===== config.mk =====
export PLATFORM = sky130hd
export DESIGN_NAME = addressed_level_frame_receiver
export DESIGN_NICKNAME = d
export VERILOG_FILES = /design/src/sv/alrf_pkg.sv /design/src/sv/addressed_level_frame_receiver.sv
export SDC_FILE = /design/constraint.sdc
export NUM_CORES = 1
export LEC_CHECK = 0
export ABC_AREA = 1
export BUFFER_PORTS_ARGS = -buffer_cell sky130_fd_sc_hd__buf_4
export CORE_MARGIN = 5
export CORE_UTILIZATION = 55
export CTS_CLUSTER_DIAMETER = 50
export CTS_CLUSTER_SIZE = 25
export DETAILED_ROUTE_END_ITERATION = 16
export PLACE_DENSITY = 0.76
export SLEW_MARGIN = 20
export SYNTH_ARGS = -nofsm -noshare
export SYNTH_HDL_FRONTEND = slang
export SYNTH_SLANG_ARGS = --single-unit

===== constraint.sdc =====
create_clock -name clk -period 2.56 [get_ports clk]
set_clock_uncertainty 0.15 [all_clocks]
set_input_delay 0.384 -clock clk [delete_from_list [all_inputs] [get_ports clk]]
set_output_delay 0.384 -clock clk [all_outputs]
set_load 0.02 [all_outputs]

===== src/sv/alrf_pkg.sv =====
// shared constants and helpers for the addressed level frame receiver
// no dependencies

package alrf_pkg;

	localparam int unsigned BYTE_W  = 8;
	localparam int unsigned ADDR_W  = 7;
	localparam int unsigned POS_W   = 4;
	localparam int unsigned CHAN_N  = 4;

	localparam logic [BYTE_W-1:0] START_BYTE     = 8'd253;
	localparam logic [BYTE_W-1:0] ADDR_BYTE      = 8'd250;
	localparam logic [BYTE_W-1:0] BROADCAST_BYTE = 8'd251;
	localparam logic [BYTE_W-1:0] CHK_RESET      = 8'd255;
	localparam logic [BYTE_W-1:0] LEVEL_RESET    = 8'd5;
	localparam logic [POS_W-1:0]  FRAME_BYTES    = 4'd6;
	localparam logic [POS_W-1:0]  POS_ADDR       = 4'd0;
	localparam logic [POS_W-1:0]  POS_FIRST_LVL  = 4'd1;
	localparam logic [POS_W-1:0]  POS_LAST_LVL   = 4'd4;

	typedef logic [BYTE_W-1:0] byte_t;

	// rotate left by three
	function automatic byte_t rotl3(input byte_t v);
		return {v[BYTE_W-4:0], v[BYTE_W-1:BYTE_W-3]};
	endfunction

endpackage


===== src/sv/addressed_level_frame_receiver.sv =====
// addressed level frame receiver: frame parse, checksum, channel level registers
// depends on alrf_pkg
// result word is registered: valid in the cycle after the input word is accepted
// throughput: one word per cycle while out_ready is high; the single result register frees when out_ready is high
// all per-byte work is one compare/xor pass ahead of the state and result registers
// reset: no frame open, checksum 0, last checksum 255, address 0, all levels 5

module addressed_level_frame_receiver (
	input  logic       clk,
	input  logic       arst_n,
	input  logic       in_valid,
	output logic       in_ready,
	input  logic [7:0] rx_byte,
	input  logic       framing_error,
	input  logic [6:0] switch_address,
	output logic       out_valid,
	input  logic       out_ready,
	output logic [7:0] channel_level_a,
	output logic [7:0] channel_level_b,
	output logic [7:0] channel_level_c,
	output logic [7:0] channel_level_d,
	output logic       levels_updated
);

	logic                      frame_open_q;
	logic [alrf_pkg::POS_W-1:0] frame_pos_q;
	alrf_pkg::byte_t           run_chk_q;
	alrf_pkg::byte_t           last_chk_q;
	alrf_pkg::byte_t           store_q [alrf_pkg::CHAN_N];
	logic [alrf_pkg::ADDR_W-1:0] dev_addr_q;
	alrf_pkg::byte_t           level_q [alrf_pkg::CHAN_N];
	logic                      out_valid_q;
	logic                      updated_q;

	logic                      accept;
	logic                      open_in;
	logic                      is_start;
	logic                      is_addr;
	logic                      is_chk;
	logic                      addr_ok;
	logic                      take_byte;
	logic                      chk_match;
	logic                      open_d;
	logic [alrf_pkg::POS_W-1:0] pos_d;
	alrf_pkg::byte_t           chk_d;
	logic                      upd_d;
	logic [1:0]                store_idx;

	// handshake: result slot frees when taken
	assign in_ready = !out_valid_q || out_ready;
	assign accept   = in_valid && in_ready;

	// byte classification
	assign open_in   = frame_open_q && !framing_error;
	assign is_start  = (rx_byte == alrf_pkg::START_BYTE);
	assign is_addr   = (rx_byte == alrf_pkg::ADDR_BYTE);
	assign is_chk    = !is_start && !is_addr && open_in && (frame_pos_q >= alrf_pkg::FRAME_BYTES);
	assign addr_ok   = (rx_byte == {1'b0, dev_addr_q}) || (rx_byte == alrf_pkg::BROADCAST_BYTE);
	assign take_byte = !is_start && !is_addr && open_in && !is_chk
		&& ((frame_pos_q != alrf_pkg::POS_ADDR) || addr_ok);
	assign chk_match = is_chk && (rx_byte == run_chk_q) && (run_chk_q != last_chk_q);
	assign store_idx = 2'(frame_pos_q - alrf_pkg::POS_FIRST_LVL);

	// next frame state
	always_comb begin
		open_d = open_in;
		pos_d  = frame_pos_q;
		chk_d  = run_chk_q;
		upd_d  = chk_match;
		if (is_start) begin
			open_d = 1'b1;
			pos_d  = '0;
			chk_d  = '0;
		end else if (is_addr) begin
			open_d = open_in;
		end else if (is_chk) begin
			open_d = 1'b0;
		end else if (open_in) begin
			if (take_byte) begin
				chk_d = alrf_pkg::rotl3(run_chk_q) ^ rx_byte;
				pos_d = frame_pos_q + 1'b1;
			end else begin
				open_d = 1'b0;
			end
		end
	end

	// control and level registers
	always_ff @(posedge clk or negedge arst_n) begin
		if (!arst_n) begin
			frame_open_q <= 1'b0;
			frame_pos_q  <= '0;
			run_chk_q    <= '0;
			last_chk_q   <= alrf_pkg::CHK_RESET;
			dev_addr_q   <= '0;
			out_valid_q  <= 1'b0;
			updated_q    <= 1'b0;
			for (int i = 0; i < alrf_pkg::CHAN_N; i++) begin
				level_q[i] <= alrf_pkg::LEVEL_RESET;
			end
		end else begin
			if (accept) begin
				frame_open_q <= open_d;
				frame_pos_q  <= pos_d;
				run_chk_q    <= chk_d;
				updated_q    <= upd_d;
				if (is_addr) begin
					dev_addr_q <= switch_address;
				end
				if (chk_match) begin
					last_chk_q <= run_chk_q;
					for (int i = 0; i < alrf_pkg::CHAN_N; i++) begin
						level_q[i] <= store_q[i];
					end
				end
			end
			if (accept) begin
				out_valid_q <= 1'b1;
			end else if (out_ready) begin
				out_valid_q <= 1'b0;
				updated_q   <= 1'b0;
			end
		end
	end

	// frame byte store, no reset
	always_ff @(posedge clk) begin
		if (accept && take_byte && (frame_pos_q >= alrf_pkg::POS_FIRST_LVL)
			&& (frame_pos_q <= alrf_pkg::POS_LAST_LVL)) begin
			store_q[store_idx] <= rx_byte;
		end
	end

	assign out_valid       = out_valid_q;
	assign channel_level_a = level_q[0];
	assign channel_level_b = level_q[1];
	assign channel_level_c = level_q[2];
	assign channel_level_d = level_q[3];
	assign levels_updated  = updated_q;

`ifndef SYNTHESIS
	// start byte opens a fresh frame
	a_start_opens: assert property (@(posedge clk) disable iff (!arst_n)
		accept && is_start |=> frame_open_q && (frame_pos_q == '0) && (run_chk_q == '0))
		else $error("start byte did not open a clean frame");

	// position never runs past the checksum byte
	a_pos_bound: assert property (@(posedge clk) disable iff (!arst_n)
		frame_open_q |-> (frame_pos_q <= alrf_pkg::FRAME_BYTES))
		else $error("frame position out of range");

	// accepted frame records its checksum
	a_last_chk: assert property (@(posedge clk) disable iff (!arst_n)
		accept && chk_match |=> (last_chk_q == $past(run_chk_q)) && updated_q)
		else $error("accepted checksum not recorded");

	// stray bytes never open a frame
	a_closed_stays: assert property (@(posedge clk) disable iff (!arst_n)
		accept && !frame_open_q && !is_start |=> !frame_open_q)
		else $error("frame opened without start byte");

	// update flag only with a new result word
	a_upd_valid: assert property (@(posedge clk) disable iff (!arst_n)
		updated_q |-> out_valid_q)
		else $error("update flag without valid result");
`endif

endmodule


-- Word-level counts from Yosys, hierarchy flattened
Memory sizes are Yosys's and may differ from the RTL's. A register that Yosys moved wholly into a read port is not among the register bits.
Index checks and enable logic that the tools add are counted.
- input port bits: 20
- memories kept: 1
- word-level logic and storage cells: 75
- output and inout bits: 35
- memory bits (writable): 32
- register bits: 30
- memories (memory ; words ; width ; read ports ; clocked after Yosys merged registers in ; wr ports ; RTL line ; text):
    store_q ; 4 ; 8 ; 4 ; 4 ; 1 ; addressed_level_frame_receiver.sv:29 ; alrf_pkg::byte_t store_q [alrf_pkg::CHAN_N];
- multiplexer cells: 22
- order comparisons: 3
- bitwise logic cells: 1
- equality and inequality tests: 8
- $add $sub $neg: 2
- reduce and logical (&&, ||, !) cells: 31
- operators by type and width (cell ; number):
    2-to-1 mux 8 bit ; 5
    == test 8 bit (second input constant) ; 3
    2-to-1 mux 4 bit ; 5
    logical AND 1 bit ; 12
    2-to-1 mux 1 bit ; 12
    logical NOT 1 bit ; 9
    == test 8 x 7 -> 1 bit ; 1
    == test 8 bit ; 1
    != test 8 bit ; 1
    XOR 8 bit ; 1
    nonzero test 2 bit ; 3
    AND reduction 5 bit ; 1
    adder 4 x 1 -> 4 bit (second input constant) ; 1
    >= comparator 4 x 1 -> 1 bit (second input constant) ; 1
    >= comparator 4 x 3 -> 1 bit (second input constant) ; 1
    less-or-equal comparator 4 x 3 -> 1 bit (second input constant) ; 1
    != test 2 bit (second input constant) ; 2
    AND reduction 2 bit ; 2
    nonzero test 4 bit ; 1
    logical OR 1 bit ; 3
    subtractor 2 x 1 -> 2 bit (second input constant) ; 1

-- Depth between registers and ports, before layout
- depth after elaboration: 13
- mapped depth: 14
- depth with buffers taken out: 13

-- Worst setup path before layout
No wires, ideal clock.
- path kind: register to register
- start point: register frame_pos_q[0] (netlist name)
- end point: memory store_q[1][0] (netlist name) (enable)
- path buffers: 0
- arrival: 1.612 ns
- required time: 2.039 ns
- setup slack: 0.427 ns
- clock period less this slack: 2.133 ns
- library setup time: 0.371 ns
- stages on the path, launching flop included: 8
- cell sequence: dfrtp_1 > inv_1 > ha_1 > nor2_1 > nor2_1 > nor2_1 > o2111ai_1 > nor2_1
- cells in the longest elaborated chain, start to end: 10
- elaborated cells on any way between the ends: 15
- classes of those cells: 1 x add/sub; 3 x order compare; 2 x mux; 9 x reduce/logical
- RTL lines (element ; RTL line ; text):
    from (decl) ; addressed_level_frame_receiver.sv:26 ; logic [alrf_pkg::POS_W-1:0] frame_pos_q;
    from (signal assigned) ; addressed_level_frame_receiver.sv:104 ; frame_pos_q <= pos_d;
    >= comparator 4 x 3 -> 1 bit ; addressed_level_frame_receiver.sv:57 ; assign is_chk = !is_start && !is_addr && open_in && (frame_pos_q >= alrf_pkg::FRAME_BYTES);
    logical AND 1 bit ; addressed_level_frame_receiver.sv:57 ;
    logical NOT 1 bit ; addressed_level_frame_receiver.sv:59 ; assign take_byte = !is_start && !is_addr && open_in && !is_chk
    logical AND 1 bit ; addressed_level_frame_receiver.sv:59 ;
    logical AND 1 bit ; addressed_level_frame_receiver.sv:60 ; && ((frame_pos_q != alrf_pkg::POS_ADDR) || addr_ok);
    logical AND 1 bit (2 in a row) ; addressed_level_frame_receiver.sv:128 ; if (accept && take_byte && (frame_pos_q >= alrf_pkg::POS_FIRST_LVL)
    logical AND 1 bit ; addressed_level_frame_receiver.sv:129 ; && (frame_pos_q <= alrf_pkg::POS_LAST_LVL)) begin
    2-to-1 mux 1 bit ; addressed_level_frame_receiver.sv:128 ;
    2-to-1 mux 1 bit (implied by the code) ; addressed_level_frame_receiver.sv:130 ; store_q[store_idx] <= rx_byte;
    to (decl) ; addressed_level_frame_receiver.sv:29 ;
Several ways; a longest one is shown, not always the timed one.

-- Final worst setup path
- start point: register frame_pos_q[0] (netlist name)
- end point: register run_chk_q[7]
- cells in the longest elaborated chain, start to end: 7
- elaborated cells on any way between the ends: 10
- classes of those cells: 1 x order compare; 1 x eq/ne; 8 x reduce/logical
- RTL lines (element ; RTL line ; text):
    >= comparator 4 x 3 -> 1 bit ; addressed_level_frame_receiver.sv:57 ;
    logical AND 1 bit ; addressed_level_frame_receiver.sv:57 ;
    logical NOT 1 bit ; addressed_level_frame_receiver.sv:59 ;
    logical AND 1 bit ; addressed_level_frame_receiver.sv:59 ;
    logical AND 1 bit ; addressed_level_frame_receiver.sv:60 ;
    nonzero test 2 bit (no source line) ; - ;
    AND reduction 5 bit (no source line) * ; - ;
    to (signal assigned) ; addressed_level_frame_receiver.sv:105 ; run_chk_q <= chk_d;
    to (decl) ; addressed_level_frame_receiver.sv:27 ; alrf_pkg::byte_t run_chk_q;
Every way passes the cells marked *; elsewhere a longest branch is shown, timed or not.
A chain may end at the register's enable or synchronous reset.

==> metrics.md <==
| Metric | Value |
|---|---|
| Least-Margin Pin Slew | 775 ps |
| First-pass GRT wire length | 14.8 mm |
| FP Rows | 32 |
| Drt pass-1 iters | 4 |
| Layout cell share with drive strength beyond 1 | 20.4% |
| Power per Cell Area | 714 nW/um2 |
| Top achievable clock speed | 435 MHz |
| Syn. warnings | 0 |
| Global route overflow | 0 |
| Synthesized area per cell | 9.47 um2 |
| Clock sink count | 94 |
| Clk_lat worst skew | 350 ps |
| Worst Path Max Fanout | 13 |
| Antenna Cells | 0 |
| #FFs+latches synth | 94 |
| Syn_nets | 472 |
| Average wire per standard cell | 14.6 um |
| Filler-free cell count of the finished design | 601 |
| Die height | 97.6 um |
| Leak pwr | 2.40 nW |
| Total GRT Usage | 19.2% |
| Cell mode on critical path | nand2_1 |
| Max Cap Viol | 0 |
| Synth async-reset ratio | 66.0% |
| Worst hold path class | input pin to flop |
| VDD IR max | 521 uV |
| Clock Path Buffers | 2 |
| Die ar. | 9530 um2 |
| Most frequent cells after synthesis | nand2_1, dfrtp_1, nand4_1, nor2_1, edfxtp_1 |
| DRT iter0 DRCs | 129 |
| CP Cell Sequence | inv_1, ha_1, nor2_1, nor2_1, nor2_1, nand2_1, nand2_2, nand2_1, nand2_1, nand2_1 |
| WP data required | 2650 ps |
| Pins over their slew limit | 0 |
| Area delta synth->final | 15.7% |
| Area contributors post-synth | dfrtp_1, edfxtp_1, nand2_1 |
| Root Buffer Master | clkbuf_8 |
| Max incr delay on CP | 440 ps |
| NumNets Final | 520 |
| Final hold vios | 0 |
| Die W | 97.6 um |
| CTS Buf Count | 9 |
| CP endpoint kind | flop |
| CP startpoint kind | flop |
| Mapped Area | 4220 um2 |
| Top cell type's share of synthesized area | 27.3% |
| RePlAce Congestion | 0.954 |
| CTS tree | built |
| Post_cts resized | 0 |
| Slowest-stage cell, CP | dfrtp_1 |
| H-Tree Depth | 3 |
| Critical path class | flop to flop |
| Synth Flop Type | dfrtp_1 |
| EDFF count, synth | 32 |
| Vias per std cell | 5.20 |
| IO buf count | 54 |
| CTS Hold Buffers Added | 1 |
| DP Wirelength | 5.98 mm |
| Worst slew margin | 48.3% |
| Vias in the first global route | 2987 |
| Reg clk slew, reported paths | 90 ps |
| Core Box Area | 7610 um2 |
| Sequential share of the synthesized area | 60.0% |
| Ports | 55 |
| Total wire length | 8.75 mm |
| Status | finished clean |
| Power Total | 0.00349 W |
| Final worst path period share | 89.8% |
| Critical Path AT | 2390 ps |
| Synth cell types | 32 |
| TNS Setup | 0 ps |
| Placed cells | 584 |
| Routed vias | 3127 |
| Routed Antenna Nets | 0 |
| Synth area leader | dfrtp_1 |
| Tmin final | 2300 ps |
| # setup viols final | 0 |
| Pin count of the biggest net entering global routing | 63 |
| Initial antenna violation count | 0 |
| Starting Density | 55.5% |
| DRC | 0 |
| Most common cell in the netlist | nand2_1 |
| Post-synthesis cell count | 446 |
| Post-CTS Setup Bufs | 0 |
| RSZ-0062 raised after global routing | false |
cells by family (layout without fill, tap and decap cells):
kind of cell             after synthesis  in the layout  synth area share (%)
AND/OR/NAND/NOR                      256            256                  26.5
flip-flops                            94             94                  60.0
buffers and inverters                 55            108                  5.54
XOR/XNOR                              20             20                  4.15
AO/OA/AOI/OAI                         14             14                  1.87
adder cells (fa/ha/maj)                6              6                  1.78
multiplexers                           1              1                 0.267
path summary, 6_finish.rpt:
| check | to | start | slack (ps) | cells past startpoint |
|---|---|---|---|---|
| worst max-delay path | run_chk_q[7]$_DFFE_PN0P_ | frame_pos_q[0]$_DFFE_PN0P_ | 260 | 10 |
| worst min-delay path | dev_addr_q[1]$_DFFE_PN0P_ | switch_address[1] | 110 | 2 |
| worst max register to register | run_chk_q[7]$_DFFE_PN0P_ | frame_pos_q[0]$_DFFE_PN0P_ | 260 | 10 |
| worst min register to register | channel_level_b[2]$_DFFE_PN1P_ | channel_level_b[2]$_DFFE_PN1P_ | 320 | 2 |
| max in group asynchronous | run_chk_q[6]$_DFFE_PN0P_ | arst_n | 1260 | 2 |
| min in group asynchronous | channel_level_b[5]$_DFFE_PN0P_ | arst_n | 500 | 2 |
layout make-up:
type	instances	area, um2
fill	652	2720
inverter	28	105
tap	102	128
timing repair buffer	64	483
clock buffer	11	141
multi-input combinational	297	1460
sequential	94	2530
clock inverter	5	32.5
state kept, by name, summed over array words and instances (netlist names), 4 cells and up:
| name | count |
|---|---|
| channel_level_a | 8 |
| channel_level_b | 8 |
| channel_level_c | 8 |
| channel_level_d | 8 |
| dev_addr_q | 7 |
| frame_pos_q | 4 |
| last_chk_q | 8 |
| run_chk_q | 8 |
| store_q | 32 |
critical path, delay by kind of cell, from the launching register on:
kind | cells | cell delay (ps)
adder cells (fa/ha/maj) | 1 | 220
buffers and inverters | 1 | 130
flip-flops | 1 | 440
AND/OR/NAND/NOR | 8 | 1250
report_power, final:
| group | internal (W) | switching, W | leakage (nW) |
|---|---|---|---|
| clock | 0.000379 | 0.000508 | 0.0834 |
| sequential | 0.00167 | 0.000152 | 1.05 |
| combinational | 0.000291 | 0.000492 | 1.27 |
layer usage:
metal | wire, um | part of all wire, % | GRT usage (%)
met1 | 3970 | 45 | 26.2
met2 | 4070 | 46 | 30.0
met3 | 506 | 5.8 | 4.95
met4 | 201 | 2.3 | 6.60
met5 | 0 | 0 | 0
layout by cell type (no fill, tap or decap), types with 2 or more instances in the layout:
master	n
xor2_1	6
nand2_1	151
dfstp_2	16
nor2_1	37
inv_1	26
clkinvlp_4	2
edfxtp_1	32
buf_4	63
xnor2_1	14
nor3_1	2
clkbuf_8	10
nand4_1	40
inv_2	2
a21oi_1	8
dfrtp_1	46
ha_1	6
nand2_2	2
nand3_1	19
metrics by stage:
stage	hold slack (ps)	worst slack, ps	util (%)	area (um2)
3_5_place_dp	306	328	61.8	4700
5_1_grt	94.3	107	64.2	4890
2_1_floorplan	-61.6	427	-	4220
6_report	112	262	64.2	4890
4_1_cts	100	300	64.2	4890
3_3_place_gp	303	391	61.8	4700
(Power assumes the default switching activity.)
